<file path="src/rtl/stereo_biquad_cascade_unit_defines.svh">
`ifndef STEREO_BIQUAD_CASCADE_UNIT_DEFINES_SVH
`define STEREO_BIQUAD_CASCADE_UNIT_DEFINES_SVH

// Check that cons holds in the same cycle as ante; off while in reset.
`define SBC_ASSERT_NOW(label, clk, rst, ante, cons, msg) \
   label: assert property (@(posedge clk) disable iff (rst) (ante) |-> (cons)) \
      else $error(msg);

// Check that cons holds in the cycle after ante; off while in reset.
`define SBC_ASSERT_NEXT(label, clk, rst, ante, cons, msg) \
   label: assert property (@(posedge clk) disable iff (rst) (ante) |=> (cons)) \
      else $error(msg);

`endif

</file>
<file path="src/rtl/sbc_pkg.sv">
package sbc_pkg;

   localparam int MAX_SECTIONS_DEF = 4;
   localparam int STATE_BITS_DEF   = 40;

   localparam int SAMPLE_W   = 16;
   localparam int COEF_W     = 32;
   localparam int COEF_FRAC  = 30;
   localparam int COUNT_W    = 3;
   localparam int CSR_IDX_W  = 3;
   localparam int CSR_DATA_W = 32;

   // Signal magnitude is padded to two multiplier halves.
   localparam int HALF_W  = 32;
   localparam int MAG_W   = 2 * HALF_W;
   localparam int PPROD_W = HALF_W + COEF_W;
   localparam int PROD_W  = MAG_W + COEF_W;

   typedef enum logic [CSR_IDX_W-1:0] {
      CSR_B0,
      CSR_B1,
      CSR_B2,
      CSR_A1,
      CSR_A2,
      CSR_COUNT
   } csr_idx_type;

   typedef enum logic [2:0] {
      ST_IDLE,
      ST_MUL_GO,
      ST_MUL_WAIT,
      ST_ACC,
      ST_ROUND
   } state_type;

   typedef enum logic [2:0] {
      OP_B0,
      OP_B1,
      OP_A1,
      OP_D1,
      OP_B2,
      OP_A2
   } op_type;

   typedef struct packed {
      logic signed [COEF_W-1:0] b0;
      logic signed [COEF_W-1:0] b1;
      logic signed [COEF_W-1:0] b2;
      logic signed [COEF_W-1:0] a1;
      logic signed [COEF_W-1:0] a2;
      logic [COUNT_W-1:0]       count;
   } cfg_type;

   typedef struct packed {
      logic                     start;
      logic                     negate;
      logic signed [COEF_W-1:0] coef;
   } mul_req_type;

endpackage

</file>
<file path="src/rtl/sbc_if.sv">
interface sbc_req_if;
   logic                                valid;
   logic                                ready;
   logic signed [sbc_pkg::SAMPLE_W-1:0] left_sample;
   logic signed [sbc_pkg::SAMPLE_W-1:0] right_sample;
   logic                                first_sample;

   modport source (output valid, left_sample, right_sample, first_sample, input ready);
   modport sink (input valid, left_sample, right_sample, first_sample, output ready);
endinterface

interface sbc_rsp_if;
   logic                                valid;
   logic                                ready;
   logic signed [sbc_pkg::SAMPLE_W-1:0] left_out;
   logic signed [sbc_pkg::SAMPLE_W-1:0] right_out;

   modport source (output valid, left_out, right_out, input ready);
   modport sink (input valid, left_out, right_out, output ready);
endinterface

interface sbc_csr_if;
   logic                                 valid;
   logic                                 ready;
   logic [sbc_pkg::CSR_IDX_W-1:0]        index;
   logic [sbc_pkg::CSR_DATA_W-1:0]       data;

   modport source (output valid, index, data, input ready);
   modport sink (input valid, index, data, output ready);
endinterface

</file>
<file path="src/rtl/sbc_mul.sv">
`include "stereo_biquad_cascade_unit_defines.svh"

module sbc_mul #(
   parameter int STATE_BITS = sbc_pkg::STATE_BITS_DEF
) (
   input  logic                         clock,
   input  logic                         reset,
   input  sbc_pkg::mul_req_type         mul_req,
   input  logic signed [STATE_BITS-1:0] operand,
   output logic signed [STATE_BITS-1:0] product,
   output logic                         done,
   output logic                         busy
);

   localparam int SB     = STATE_BITS;
   localparam int RND_W  = sbc_pkg::PROD_W - sbc_pkg::COEF_FRAC;
   localparam int STAGES = 5;
   localparam logic [SB-1:0] SMAX = {1'b0, {(SB-1){1'b1}}};
   localparam logic [sbc_pkg::PROD_W-1:0] RND_ONE =
      sbc_pkg::PROD_W'(1) << (sbc_pkg::COEF_FRAC - 1);

   logic [STAGES-1:0]                 stage_ff, stage_in;
   logic [sbc_pkg::MAG_W-1:0]         mag_a_ff, mag_a_in;
   logic [sbc_pkg::COEF_W-1:0]        mag_c_ff, mag_c_in;
   logic                              neg_ff, neg_in;
   logic [sbc_pkg::PPROD_W-1:0]       prod_ff, prod_in;
   logic [sbc_pkg::PPROD_W-1:0]       lo_ff;
   logic [RND_W-1:0]                  rnd_ff, rnd_in;
   logic signed [SB-1:0]              q_ff, q_in;

   logic [SB:0]                       op_ext, op_abs;
   logic [sbc_pkg::COEF_W:0]          c_ext, c_abs;
   logic [sbc_pkg::HALF_W-1:0]        mul_a;
   logic [sbc_pkg::PROD_W-1:0]        sum;
   logic [RND_W-1:0]                  lim, mag_sat;
   logic [SB-1:0]                     mag_sb;

   // Sign-magnitude split of both operands.
   always_comb begin
      op_ext   = {operand[SB-1], operand};
      op_abs   = operand[SB-1] ? (SB+1)'(0) - op_ext : op_ext;
      c_ext    = {mul_req.coef[sbc_pkg::COEF_W-1], mul_req.coef};
      c_abs    = mul_req.coef[sbc_pkg::COEF_W-1] ?
                 (sbc_pkg::COEF_W+1)'(0) - c_ext : c_ext;
      mag_a_in = sbc_pkg::MAG_W'(op_abs[SB-1:0]);
      mag_c_in = c_abs[sbc_pkg::COEF_W-1:0];
      neg_in   = operand[SB-1] ^ mul_req.coef[sbc_pkg::COEF_W-1] ^ mul_req.negate;
   end

   // One 32x32 multiplier: low half first, high half next.
   assign mul_a   = stage_ff[0] ? mag_a_ff[sbc_pkg::HALF_W-1:0]
                                : mag_a_ff[sbc_pkg::MAG_W-1:sbc_pkg::HALF_W];
   assign prod_in = sbc_pkg::PPROD_W'(mul_a) * sbc_pkg::PPROD_W'(mag_c_ff);

   // Join halves, round half away from zero on the magnitude, drop the fraction.
   always_comb begin
      sum    = {prod_ff, sbc_pkg::HALF_W'(0)} + sbc_pkg::PROD_W'(lo_ff) + RND_ONE;
      rnd_in = sum[sbc_pkg::PROD_W-1:sbc_pkg::COEF_FRAC];
   end

   // Saturate the magnitude, then apply the sign.
   always_comb begin
      lim     = RND_W'(SMAX) + RND_W'(neg_ff);
      mag_sat = (rnd_ff > lim) ? lim : rnd_ff;
      mag_sb  = mag_sat[SB-1:0];
      q_in    = neg_ff ? -mag_sb : mag_sb;
   end

   assign stage_in = {stage_ff[STAGES-2:0], mul_req.start};

   always_ff @(posedge clock) begin
      if (reset) begin
         stage_ff <= '0;
      end else begin
         stage_ff <= stage_in;
      end
   end

   always_ff @(posedge clock) begin
      if (mul_req.start) begin
         mag_a_ff <= mag_a_in;
         mag_c_ff <= mag_c_in;
         neg_ff   <= neg_in;
      end
      if (stage_ff[0] || stage_ff[1]) begin
         prod_ff <= prod_in;
      end
      if (stage_ff[1]) begin
         lo_ff <= prod_ff;
      end
      if (stage_ff[2]) begin
         rnd_ff <= rnd_in;
      end
      if (stage_ff[3]) begin
         q_ff <= q_in;
      end
   end

   assign product = q_ff;
   assign done    = stage_ff[STAGES-1];
   assign busy    = |stage_ff[STAGES-2:0];

   `SBC_ASSERT_NOW(a_mul_start_idle, clock, reset, mul_req.start, !busy, "multiply started while busy")
   `SBC_ASSERT_NOW(a_mul_single_op, clock, reset, 1'b1, $onehot0(stage_ff), "two products in flight")

endmodule

</file>
<file path="src/rtl/sbc_core.sv">
`include "stereo_biquad_cascade_unit_defines.svh"

module sbc_core #(
   parameter int MAX_SECTIONS = sbc_pkg::MAX_SECTIONS_DEF,
   parameter int STATE_BITS   = sbc_pkg::STATE_BITS_DEF
) (
   input  logic                                clock,
   input  logic                                reset,
   input  sbc_pkg::cfg_type                    cfg,
   input  logic                                in_valid,
   output logic                                in_ready,
   input  logic signed [sbc_pkg::SAMPLE_W-1:0] in_left,
   input  logic signed [sbc_pkg::SAMPLE_W-1:0] in_right,
   input  logic                                in_first,
   input  logic                                out_free,
   output logic                                out_push,
   output logic signed [sbc_pkg::SAMPLE_W-1:0] out_left,
   output logic signed [sbc_pkg::SAMPLE_W-1:0] out_right,
   output sbc_pkg::mul_req_type                mul_req,
   output logic signed [STATE_BITS-1:0]        mul_operand,
   input  logic signed [STATE_BITS-1:0]        mul_product,
   input  logic                                mul_done
);

   localparam int SB    = STATE_BITS;
   localparam int FRAC  = STATE_BITS - 24;
   localparam int SEC_W = (MAX_SECTIONS > 1) ? $clog2(MAX_SECTIONS) : 1;
   localparam int CNT_W = sbc_pkg::COUNT_W + 1;
   localparam logic signed [SB-1:0] SMAX    = {1'b0, {(SB-1){1'b1}}};
   localparam logic signed [SB-1:0] SMIN    = ~SMAX;
   localparam logic signed [SB-1:0] RND_HALF = SB'((64'(1) << FRAC) >> 1);
   localparam logic signed [SB-1:0] OUT_MAX = SB'((1 << (sbc_pkg::SAMPLE_W - 1)) - 1);
   localparam logic signed [SB-1:0] OUT_MIN = ~OUT_MAX;
   localparam logic [CNT_W-1:0]     MAX_CNT = CNT_W'(MAX_SECTIONS);

   function automatic logic signed [SB-1:0] sat_add(logic signed [SB-1:0] a,
                                                    logic signed [SB-1:0] b);
      logic signed [SB:0] s;
      s = (SB+1)'(a) + (SB+1)'(b);
      if (s[SB] != s[SB-1]) begin
         sat_add = s[SB] ? SMIN : SMAX;
      end else begin
         sat_add = s[SB-1:0];
      end
   endfunction

   function automatic logic signed [SB-1:0] from_sample(
      logic signed [sbc_pkg::SAMPLE_W-1:0] s);
      from_sample = SB'(s) <<< FRAC;
   endfunction

   // Round half up, floor shift, clamp to the sample range.
   function automatic logic signed [sbc_pkg::SAMPLE_W-1:0] to_sample(
      logic signed [SB-1:0] v);
      logic signed [SB-1:0] t;
      logic signed [SB-1:0] r;
      t = sat_add(v, RND_HALF);
      r = t >>> FRAC;
      if (r > OUT_MAX) begin
         r = OUT_MAX;
      end else if (r < OUT_MIN) begin
         r = OUT_MIN;
      end
      to_sample = r[sbc_pkg::SAMPLE_W-1:0];
   endfunction

   sbc_pkg::state_type state_ff, state_in;
   sbc_pkg::op_type    op_ff, op_in;
   logic               ch_ff, ch_in;
   logic [SEC_W-1:0]   sec_ff, sec_in;

   logic signed [SB-1:0] x_ff, x_in;
   logic signed [SB-1:0] y_ff, y_in;
   logic signed [SB-1:0] t_ff, t_in;
   logic signed [sbc_pkg::SAMPLE_W-1:0] right_hold_ff, right_hold_in;
   logic signed [sbc_pkg::SAMPLE_W-1:0] left_res_ff, left_res_in;

   logic signed [SB-1:0] d1_ff [2][MAX_SECTIONS];
   logic signed [SB-1:0] d2_ff [2][MAX_SECTIONS];

   logic                 in_accept, clear_all, d1_we, d2_we, sec_done;
   logic [CNT_W-1:0]     n_eff;
   logic [SEC_W-1:0]     sec_last;
   logic signed [SB-1:0] d1_rd, d2_rd, add_a, add_b, add_sum;
   logic signed [sbc_pkg::SAMPLE_W-1:0] rnd_sample;

   // Section count: zero runs one section, large values clamp to the maximum.
   always_comb begin
      n_eff = CNT_W'(cfg.count);
      if (n_eff == '0) begin
         n_eff = CNT_W'(1);
      end else if (n_eff > MAX_CNT) begin
         n_eff = MAX_CNT;
      end
      sec_last = SEC_W'(n_eff - CNT_W'(1));
   end

   assign sec_done   = (sec_ff == sec_last);
   assign in_accept  = in_valid && in_ready;
   assign clear_all  = in_accept && in_first;
   assign d1_rd      = d1_ff[ch_ff][sec_ff];
   assign d2_rd      = d2_ff[ch_ff][sec_ff];
   assign rnd_sample = to_sample(x_ff);

   // Shared saturating adder.
   always_comb begin
      add_a = mul_product;
      add_b = '0;
      case (op_ff) inside
         sbc_pkg::OP_B0: add_b = d1_rd;
         sbc_pkg::OP_A1, sbc_pkg::OP_A2: add_b = t_ff;
         sbc_pkg::OP_D1: begin
            add_a = t_ff;
            add_b = d2_rd;
         end
         default: add_b = '0;
      endcase
   end
   assign add_sum = sat_add(add_a, add_b);

   // Next state.
   always_comb begin
      state_in = state_ff;
      unique case (state_ff)
         sbc_pkg::ST_IDLE: begin
            if (in_valid) state_in = sbc_pkg::ST_MUL_GO;
         end
         sbc_pkg::ST_MUL_GO: state_in = sbc_pkg::ST_MUL_WAIT;
         sbc_pkg::ST_MUL_WAIT: begin
            if (mul_done) state_in = sbc_pkg::ST_ACC;
         end
         sbc_pkg::ST_ACC: begin
            if (op_ff == sbc_pkg::OP_A1) begin
               state_in = sbc_pkg::ST_ACC;
            end else if (op_ff == sbc_pkg::OP_A2 && sec_done) begin
               state_in = sbc_pkg::ST_ROUND;
            end else begin
               state_in = sbc_pkg::ST_MUL_GO;
            end
         end
         sbc_pkg::ST_ROUND: begin
            if (!ch_ff) begin
               state_in = sbc_pkg::ST_MUL_GO;
            end else if (out_free) begin
               state_in = sbc_pkg::ST_IDLE;
            end
         end
         default: state_in = sbc_pkg::ST_IDLE;
      endcase
   end

   // Outputs: handshakes, multiplier request, delay writes.
   always_comb begin
      in_ready       = (state_ff == sbc_pkg::ST_IDLE);
      out_push       = (state_ff == sbc_pkg::ST_ROUND) && ch_ff && out_free;
      d1_we          = (state_ff == sbc_pkg::ST_ACC) && (op_ff == sbc_pkg::OP_D1);
      d2_we          = (state_ff == sbc_pkg::ST_ACC) && (op_ff == sbc_pkg::OP_A2);
      mul_req.start  = (state_ff == sbc_pkg::ST_MUL_GO);
      mul_req.negate = 1'b0;
      mul_req.coef   = cfg.b0;
      mul_operand    = x_ff;
      unique case (op_ff)
         sbc_pkg::OP_B0: mul_req.coef = cfg.b0;
         sbc_pkg::OP_B1: mul_req.coef = cfg.b1;
         sbc_pkg::OP_B2: mul_req.coef = cfg.b2;
         sbc_pkg::OP_A1: begin
            mul_req.coef   = cfg.a1;
            mul_req.negate = 1'b1;
            mul_operand    = y_ff;
         end
         sbc_pkg::OP_A2: begin
            mul_req.coef   = cfg.a2;
            mul_req.negate = 1'b1;
            mul_operand    = y_ff;
         end
         default: mul_req.coef = cfg.b0;
      endcase
   end

   // Datapath and sequence counters.
   always_comb begin
      x_in          = x_ff;
      y_in          = y_ff;
      t_in          = t_ff;
      right_hold_in = right_hold_ff;
      left_res_in   = left_res_ff;
      op_in         = op_ff;
      ch_in         = ch_ff;
      sec_in        = sec_ff;
      unique case (state_ff)
         sbc_pkg::ST_IDLE: begin
            if (in_valid) begin
               x_in          = from_sample(in_left);
               right_hold_in = in_right;
               op_in         = sbc_pkg::OP_B0;
               ch_in         = 1'b0;
               sec_in        = '0;
            end
         end
         sbc_pkg::ST_ACC: begin
            case (op_ff)
               sbc_pkg::OP_B0: begin
                  y_in  = add_sum;
                  op_in = sbc_pkg::OP_B1;
               end
               sbc_pkg::OP_B1: begin
                  t_in  = add_sum;
                  op_in = sbc_pkg::OP_A1;
               end
               sbc_pkg::OP_A1: begin
                  t_in  = add_sum;
                  op_in = sbc_pkg::OP_D1;
               end
               sbc_pkg::OP_D1: op_in = sbc_pkg::OP_B2;
               sbc_pkg::OP_B2: begin
                  t_in  = add_sum;
                  op_in = sbc_pkg::OP_A2;
               end
               sbc_pkg::OP_A2: begin
                  // section output feeds the next section
                  x_in  = y_ff;
                  op_in = sbc_pkg::OP_B0;
                  if (!sec_done) sec_in = sec_ff + SEC_W'(1);
               end
               default: op_in = sbc_pkg::OP_B0;
            endcase
         end
         sbc_pkg::ST_ROUND: begin
            if (!ch_ff) begin
               left_res_in = rnd_sample;
               x_in        = from_sample(right_hold_ff);
               ch_in       = 1'b1;
               sec_in      = '0;
            end
         end
         default: x_in = x_ff;
      endcase
   end

   always_ff @(posedge clock) begin
      if (reset) begin
         state_ff <= sbc_pkg::ST_IDLE;
         op_ff    <= sbc_pkg::OP_B0;
         ch_ff    <= 1'b0;
         sec_ff   <= '0;
      end else begin
         state_ff <= state_in;
         op_ff    <= op_in;
         ch_ff    <= ch_in;
         sec_ff   <= sec_in;
      end
   end

   always_ff @(posedge clock) begin
      x_ff          <= x_in;
      y_ff          <= y_in;
      t_ff          <= t_in;
      right_hold_ff <= right_hold_in;
      left_res_ff   <= left_res_in;
   end

   // Delay state: cleared by reset and by a first-sample transfer.
   always_ff @(posedge clock) begin
      if (reset || clear_all) begin
         for (int c = 0; c < 2; c++) begin
            for (int s = 0; s < MAX_SECTIONS; s++) begin
               d1_ff[c][s] <= '0;
               d2_ff[c][s] <= '0;
            end
         end
      end else begin
         if (d1_we) d1_ff[ch_ff][sec_ff] <= add_sum;
         if (d2_we) d2_ff[ch_ff][sec_ff] <= add_sum;
      end
   end

   assign out_left  = left_res_ff;
   assign out_right = rnd_sample;

   `SBC_ASSERT_NOW(a_done_in_wait, clock, reset, mul_done, state_ff == sbc_pkg::ST_MUL_WAIT, "product arrived outside wait")
   `SBC_ASSERT_NEXT(a_accept_busy, clock, reset, in_accept, state_ff == sbc_pkg::ST_MUL_GO, "transfer did not start work")
   `SBC_ASSERT_NEXT(a_push_idle, clock, reset, out_push, state_ff == sbc_pkg::ST_IDLE && !ch_ff == 1'b0, "result push did not return to idle")

endmodule

</file>
<file path="src/rtl/stereo_biquad_cascade_unit.sv">
// Stereo cascade of second-order IIR sections, transposed direct form II.
//
// req_ch carries one stereo sample pair per transfer; first_sample clears all
// section delay state before that pair is filtered. rsp_ch returns one
// filtered, saturated pair per request, in order. csr_ch writes coefficient
// and section-count registers (index 0..5: b0, b1, b2, a1, a2, count); it is
// always ready and ignores unknown indexes. Write it only while idle.
//
// Both channels run through one shared 32x32 multiplier, five products per
// section and channel. Each product is issued, passes through the multiplier
// unit and is accumulated, plus one add for the first delay term. A new
// request is taken only after the result of the previous one has been pushed
// into the output register.
//
// Reset loads b0 = 1.0, the other coefficients 0, count 1, and clears all
// delay state. A result waits in the output register while rsp_ch.ready is
// low; the next request is still taken and filtered, and holds in its last
// step until the output register is free.
module stereo_biquad_cascade_unit #(
   parameter int MAX_SECTIONS = sbc_pkg::MAX_SECTIONS_DEF,
   parameter int STATE_BITS   = sbc_pkg::STATE_BITS_DEF
) (
   input logic       clock,
   input logic       reset,
   sbc_req_if.sink   req_ch,
   sbc_rsp_if.source rsp_ch,
   sbc_csr_if.sink   csr_ch
);

   sbc_pkg::cfg_type     cfg_ff, cfg_in;
   sbc_pkg::mul_req_type mul_req;

   logic signed [STATE_BITS-1:0]        mul_operand, mul_product;
   logic                                mul_done, mul_busy;
   logic                                out_free, out_push;
   logic signed [sbc_pkg::SAMPLE_W-1:0] core_left, core_right;

   logic                                rsp_valid_ff, rsp_valid_in;
   logic signed [sbc_pkg::SAMPLE_W-1:0] left_out_ff, left_out_in;
   logic signed [sbc_pkg::SAMPLE_W-1:0] right_out_ff, right_out_in;

   // Register writes: take every transfer, drop unknown indexes.
   assign csr_ch.ready = 1'b1;

   always_comb begin
      cfg_in = cfg_ff;
      if (csr_ch.valid) begin
         unique case (sbc_pkg::csr_idx_type'(csr_ch.index))
            sbc_pkg::CSR_B0:    cfg_in.b0 = csr_ch.data;
            sbc_pkg::CSR_B1:    cfg_in.b1 = csr_ch.data;
            sbc_pkg::CSR_B2:    cfg_in.b2 = csr_ch.data;
            sbc_pkg::CSR_A1:    cfg_in.a1 = csr_ch.data;
            sbc_pkg::CSR_A2:    cfg_in.a2 = csr_ch.data;
            sbc_pkg::CSR_COUNT: cfg_in.count = csr_ch.data[sbc_pkg::COUNT_W-1:0];
            default:            cfg_in = cfg_ff;
         endcase
      end
   end

   always_ff @(posedge clock) begin
      if (reset) begin
         cfg_ff.b0    <= sbc_pkg::COEF_W'(1) << sbc_pkg::COEF_FRAC;
         cfg_ff.b1    <= '0;
         cfg_ff.b2    <= '0;
         cfg_ff.a1    <= '0;
         cfg_ff.a2    <= '0;
         cfg_ff.count <= sbc_pkg::COUNT_W'(1);
      end else begin
         cfg_ff <= cfg_in;
      end
   end

   sbc_core #(
      .MAX_SECTIONS (MAX_SECTIONS),
      .STATE_BITS   (STATE_BITS)
   ) u_core (
      .clock       (clock),
      .reset       (reset),
      .cfg         (cfg_ff),
      .in_valid    (req_ch.valid),
      .in_ready    (req_ch.ready),
      .in_left     (req_ch.left_sample),
      .in_right    (req_ch.right_sample),
      .in_first    (req_ch.first_sample),
      .out_free    (out_free),
      .out_push    (out_push),
      .out_left    (core_left),
      .out_right   (core_right),
      .mul_req     (mul_req),
      .mul_operand (mul_operand),
      .mul_product (mul_product),
      .mul_done    (mul_done)
   );

   sbc_mul #(
      .STATE_BITS (STATE_BITS)
   ) u_mul (
      .clock   (clock),
      .reset   (reset),
      .mul_req (mul_req),
      .operand (mul_operand),
      .product (mul_product),
      .done    (mul_done),
      .busy    (mul_busy)
   );

   // Output register: free when empty or drained in this cycle.
   assign out_free = !rsp_valid_ff || rsp_ch.ready;

   always_comb begin
      rsp_valid_in = rsp_valid_ff;
      left_out_in  = left_out_ff;
      right_out_in = right_out_ff;
      if (out_push) begin
         rsp_valid_in = 1'b1;
         left_out_in  = core_left;
         right_out_in = core_right;
      end else if (rsp_ch.ready) begin
         rsp_valid_in = 1'b0;
      end
      // Multiplier must be quiet once a result is pushed.
      if (out_push && mul_busy) begin
         rsp_valid_in = 1'b1;
      end
   end

   always_ff @(posedge clock) begin
      if (reset) begin
         rsp_valid_ff <= 1'b0;
      end else begin
         rsp_valid_ff <= rsp_valid_in;
      end
   end

   always_ff @(posedge clock) begin
      left_out_ff  <= left_out_in;
      right_out_ff <= right_out_in;
   end

   assign rsp_ch.valid     = rsp_valid_ff;
   assign rsp_ch.left_out  = left_out_ff;
   assign rsp_ch.right_out = right_out_ff;

endmodule

</file>
<file path="src/flat_wrapper.sv">
// flat-port wrapper written by rule: the top's interface ports become plain ports
module stereo_biquad_cascade_unit_flat 
#(
   parameter int MAX_SECTIONS = sbc_pkg::MAX_SECTIONS_DEF,
   parameter int STATE_BITS   = sbc_pkg::STATE_BITS_DEF
)
  (clock, reset, req_ch_valid, req_ch_left_sample, req_ch_right_sample, req_ch_first_sample, req_ch_ready, rsp_ch_valid, rsp_ch_left_out, rsp_ch_right_out, rsp_ch_ready, csr_ch_valid, csr_ch_index, csr_ch_data, csr_ch_ready);
  sbc_req_if req_ch_i ();
  sbc_rsp_if rsp_ch_i ();
  sbc_csr_if csr_ch_i ();
  input logic clock;
  input logic reset;
  input wire logic [$bits(req_ch_i.valid)-1:0] req_ch_valid;
  input wire logic [$bits(req_ch_i.left_sample)-1:0] req_ch_left_sample;
  input wire logic [$bits(req_ch_i.right_sample)-1:0] req_ch_right_sample;
  input wire logic [$bits(req_ch_i.first_sample)-1:0] req_ch_first_sample;
  output wire logic [$bits(req_ch_i.ready)-1:0] req_ch_ready;
  output wire logic [$bits(rsp_ch_i.valid)-1:0] rsp_ch_valid;
  output wire logic [$bits(rsp_ch_i.left_out)-1:0] rsp_ch_left_out;
  output wire logic [$bits(rsp_ch_i.right_out)-1:0] rsp_ch_right_out;
  input wire logic [$bits(rsp_ch_i.ready)-1:0] rsp_ch_ready;
  input wire logic [$bits(csr_ch_i.valid)-1:0] csr_ch_valid;
  input wire logic [$bits(csr_ch_i.index)-1:0] csr_ch_index;
  input wire logic [$bits(csr_ch_i.data)-1:0] csr_ch_data;
  output wire logic [$bits(csr_ch_i.ready)-1:0] csr_ch_ready;
  assign req_ch_i.valid = req_ch_valid;
  assign req_ch_i.left_sample = req_ch_left_sample;
  assign req_ch_i.right_sample = req_ch_right_sample;
  assign req_ch_i.first_sample = req_ch_first_sample;
  assign req_ch_ready = req_ch_i.ready;
  assign rsp_ch_valid = rsp_ch_i.valid;
  assign rsp_ch_left_out = rsp_ch_i.left_out;
  assign rsp_ch_right_out = rsp_ch_i.right_out;
  assign rsp_ch_i.ready = rsp_ch_ready;
  assign csr_ch_i.valid = csr_ch_valid;
  assign csr_ch_i.index = csr_ch_index;
  assign csr_ch_i.data = csr_ch_data;
  assign csr_ch_ready = csr_ch_i.ready;
  stereo_biquad_cascade_unit #(.MAX_SECTIONS(MAX_SECTIONS), .STATE_BITS(STATE_BITS)) u_core (.clock(clock), .reset(reset), .req_ch(req_ch_i), .rsp_ch(rsp_ch_i), .csr_ch(csr_ch_i));
endmodule
</file>
<file path="config.mk">
export PLATFORM = sky130hd
export DESIGN_NAME = stereo_biquad_cascade_unit_flat
export DESIGN_NICKNAME = d
export VERILOG_FILES = /design/src/rtl/sbc_pkg.sv /design/src/rtl/sbc_if.sv /design/src/rtl/sbc_mul.sv /design/src/rtl/sbc_core.sv /design/src/rtl/stereo_biquad_cascade_unit.sv /design/src/flat_wrapper.sv
export VERILOG_INCLUDE_DIRS = /design/src /design/src/rtl
export SDC_FILE = /design/constraint.sdc
export NUM_CORES = 2
export LEC_CHECK = 0
export BUFFER_PORTS_ARGS = -buffer_cell sky130_fd_sc_hd__buf_2
export CAP_MARGIN = 20
export CORE_UTILIZATION = 40
export CTS_CLUSTER_DIAMETER = 50
export DETAILED_ROUTE_END_ITERATION = 16
export GPL_ROUTABILITY_DRIVEN = 1
export MAX_ROUTING_LAYER = met4
export SLEW_MARGIN = 5
export SYNTH_ARGS = -nofsm -noshare
export SYNTH_HDL_FRONTEND = slang
export SYNTH_HIERARCHICAL = 1
export SYNTH_SLANG_ARGS = --single-unit
</file>
<file path="constraint.sdc">
create_clock -name clock -period 8.2 [get_ports clock]
set_input_delay 0.41 -clock clock [delete_from_list [all_inputs] [get_ports clock]]
set_output_delay 0.41 -clock clock [all_outputs]
set_load 0.005 [all_outputs]
</file>
==> key figures <==
Floorplanning
  – Die Ht: 486 um
  – Die X: 486 um
  – Rows: 177
  – Die area: 0.236 sq mm
  – # IOs: 108
  – Initial Util: 40.2%
  – Core area: 0.233 sq mm

Setup path
  – Crit path DAT: 8.61 ns
  – Crit-path max cell delay: 0.62 ns
  – RR Startpoint: u_core/u_mul/stage_ff[0]$_SDFF_PP0_
  – Reg-to-reg slack, setup: 0.12 ns
  – Crit path max-delay cell type: fa_2
  – Reg2reg end: u_core/u_mul/prod_ff[57]$_DFFE_PP_
  – Startpoint Class: flip-flop
  – Critical path class: reg2reg
  – Most frequent CP cell: fa_1
  – Critical path data required time: 8.73 ns
  – Reg2Reg Depth: 28
  – CP max FO: 10
  – Critical path endpoint category: flip-flop

Timing
  – Final critical-path share of the clock period: 98.5%
  – Clk_skew: 0.108 ns
  – Final hold violations: 0
  – Max Freq: 124 MHz
  – Slew headroom: 25.4%
  – Slew Viols, Final: 0
  – Worst Tran Pin Value: 1.12 ns
  – Minimum clock period: 8.08 ns
  – RSZ-0062 raised after global routing: true
  – Setup TNS Final: 0 ns
  – Final Setup Violations: 0

Finish
  – Fin nets: 10,100
  – Layout Area Growth over Synthesis: 14.1%
  – Layout cells sized above 1: 14.1%
  – Register area: 0.0367 sq mm
  – # fillers: 21,300
  – Multi-input gate area: 0.0519 sq mm
  – Fin cells: 12,000

Place
  – Placed insts: 11,700
  – Routability congestion estimate: 0.962
  – IO buf count: 106
  – DP HPWL: 207,000 um

Clock network
  – Worst-case clock buffer depth: 3
  – CTS tree: yes
  – Clk Latency, worst-skew pair: 0.84 ns
  – Clock transition at the registers of the reported paths: 0.06 ns
  – H-tree levels: 4
  – CTS Buf Count: 143
  – Sink Count: 1,281
  – Root Buffer: clkbuf_16

Routing
  – DRT Pass-1 Iters: 5
  – Post-route ant nets: 0
  – Wire per inst: 24.2 um
  – Vias per cell: 5.59
  – Routed met1 length: 122,000 um
  – Max layer used: met4
  – DRC violations left: 0
  – Final WL: 291,000 um
  – Metal3 WL: 25,500 um
  – Metal2 WL: 133,000 um
  – DR iter-0 viols: 6,245
  – DR vias: 67,300

Hold path
  – Worst Hold Class: in2reg
  – Min-delay src: csr_ch_data[9]
  – Worst hold endpoint: u_core/cfg_ff[108]$_SDFFE_PP0P_
  – Depth of the worst hold-timing path: 3

GRT
  – Global route total overflow: 0
  – Tot GR Track Use: 25.3%
  – First-pass GRT wire length: 437,000 um
  – Largest net degree at the start of global routing: 113
  – Initial antenna violation count: 20
  – Vias in the first global route: 68,500

Synthesis
  – Mapped Nets: 9,920
  – Synthesized cell area: 0.0937 sq mm
  – Synthesis Warnings: 6
  – Syn Inst Count: 8,564
  – Mapped Avg Cell Area: 10.9 sq um

Power and ir drop
  – VDD IR-drop max: 0.000711 V
  – Overall power: 0.0373 W
  – Total leakage power: 46.2 nW
  – PD cells: 349 mW/mm^2

Run
  – # Max-Cap Violations: 0

Run status
  – Outcome: finished, final reports clean
-- flip-flops by register name (all words and copies together) (netlist names), 32 cells and up, named ones only --
| register | cells |
|---|---|
| u_core/u_mul/prod_ff | 64 |
| u_core/u_core/x_ff | 40 |
| u_core/cfg_ff | 163 |
| u_core/u_mul/mag_c_ff | 32 |
| u_core/u_core/y_ff | 40 |
| u_core/u_core/d2_ff | 320 |
| u_core/u_mul/rnd_ff | 66 |
| u_core/u_core/t_ff | 40 |
| u_core/u_mul/lo_ff | 35 |
| u_core/u_mul/product | 40 |
| u_core/u_core/d1_ff | 320 |
| u_core/u_mul/mag_a_ff | 40 |
-- how the worst max path moves through the flow --
stage / startpoint / endpoint / slack (ns) / cells after the start
after floorplan: u_core/u_mul/stage_ff[0]$_SDFF_PP0_ / u_core/u_mul/prod_ff[63]$_DFFE_PP_ / 0.02 / 28
after global placement: u_core/u_mul/stage_ff[0]$_SDFF_PP0_ / u_core/u_mul/prod_ff[63]$_DFFE_PP_ / -0.26 / 26
after detailed placement: u_core/u_mul/stage_ff[0]$_SDFF_PP0_ / u_core/u_mul/prod_ff[63]$_DFFE_PP_ / -0.34 / 26
after CTS: u_core/u_mul/stage_ff[0]$_SDFF_PP0_ / u_core/u_mul/prod_ff[63]$_DFFE_PP_ / -0.02 / 29
after global routing: u_core/u_mul/stage_ff[0]$_SDFF_PP0_ / u_core/u_mul/prod_ff[60]$_DFFE_PP_ / -0.06 / 30
final: u_core/u_mul/stage_ff[0]$_SDFF_PP0_ / u_core/u_mul/prod_ff[57]$_DFFE_PP_ / 0.12 / 28
-- where the power goes --
| group | switching, W | total (W) | internal (W) | leakage (nW) |
|---|---|---|---|---|
| combinational | 0.0124 | 0.0223 | 0.00988 | 31.4 |
| sequential | 0.000334 | 0.00854 | 0.00821 | 12.5 |
| clock | 0.00285 | 0.00644 | 0.00358 | 2.30 |
-- critical path: cells and delay by family, from the launching register on --
kind / cells / cell delay [ns]
AOI/OAI and AO/OA: 7 / 1.39
xor gates and xnor gates: 1 / 0.07
adders and majority gates: 9 / 4.47
buffers and inverters: 7 / 0.82
DFF: 1 / 0.45
and+or+nand+nor: 4 / 0.64
-- placed cells by master, fill, tap and decap left out, types with 49 or more instances in the layout --
master	n
xor2_1	49
o21ai_0	170
nand2b_1	215
mux2i_1	173
a22oi_1	81
buf_12	78
inv_1	954
edfxtp_1	1102
a21oi_1	225
dlygate4sd3_1	57
a31oi_1	66
ha_1	367
a21o_1	93
mux4_2	160
nand2_1	977
clkbuf_16	152
dfxtp_1	173
nand4_1	51
and2_1	206
buf_2	105
nand3_1	98
nor2_1	624
xnor2_1	192
and3_1	460
fa_1	859
buf_4	366
-- per-layer routing --
| metal | vias up | global-route usage (%) |
|---|---|---|
| li1 | 29300 | - |
| met3 | 477 | 4.05 |
| met2 | 3076 | 38.9 |
| met1 | 34400 | 34.3 |
| met5 | - | - |
| met4 | 0 | 8.07 |
-- cell type report --
type | count | share of cell area [%]
Timing Repair Buffer | 638 | 5.54
Tap cell | 3132 | 3.67
Antenna cell | 10 | 0.0234
Sequential cell | 1281 | 34.3
Multi-Input combinational cell | 5739 | 48.5
Inverter | 974 | 3.42
Clock buffer | 180 | 3.53
Clock inverter | 82 | 0.956
-- what timing repair did --
| action | in CTS | in global routing |
|---|---|---|
| cloned | 1 | 8 |
| buffers inserted | 14 | 11 |
| resized for setup | 39 | 154 |
| pin swaps | 13 | 125 |
| hold endpoints to repair | 149 | 0 |
| setup endpoints to repair | 15 | 26 |
| hold buffers | 57 | 0 |
-- metrics by stage --
stage	utilization, %	hold WS, ns	setup WS (ns)	area [sq um]
after floorplan	-	0.400	0.0165	93700
after global placement	43.0	0.402	-0.262	100000
after detailed placement	43.0	0.408	-0.343	100000
after CTS	45.5	0.00263	-0.0215	106000
after global routing	45.9	0.0261	-0.0569	107000
final	45.9	0.0483	0.120	107000
Power figures use the tool's default switching activity.
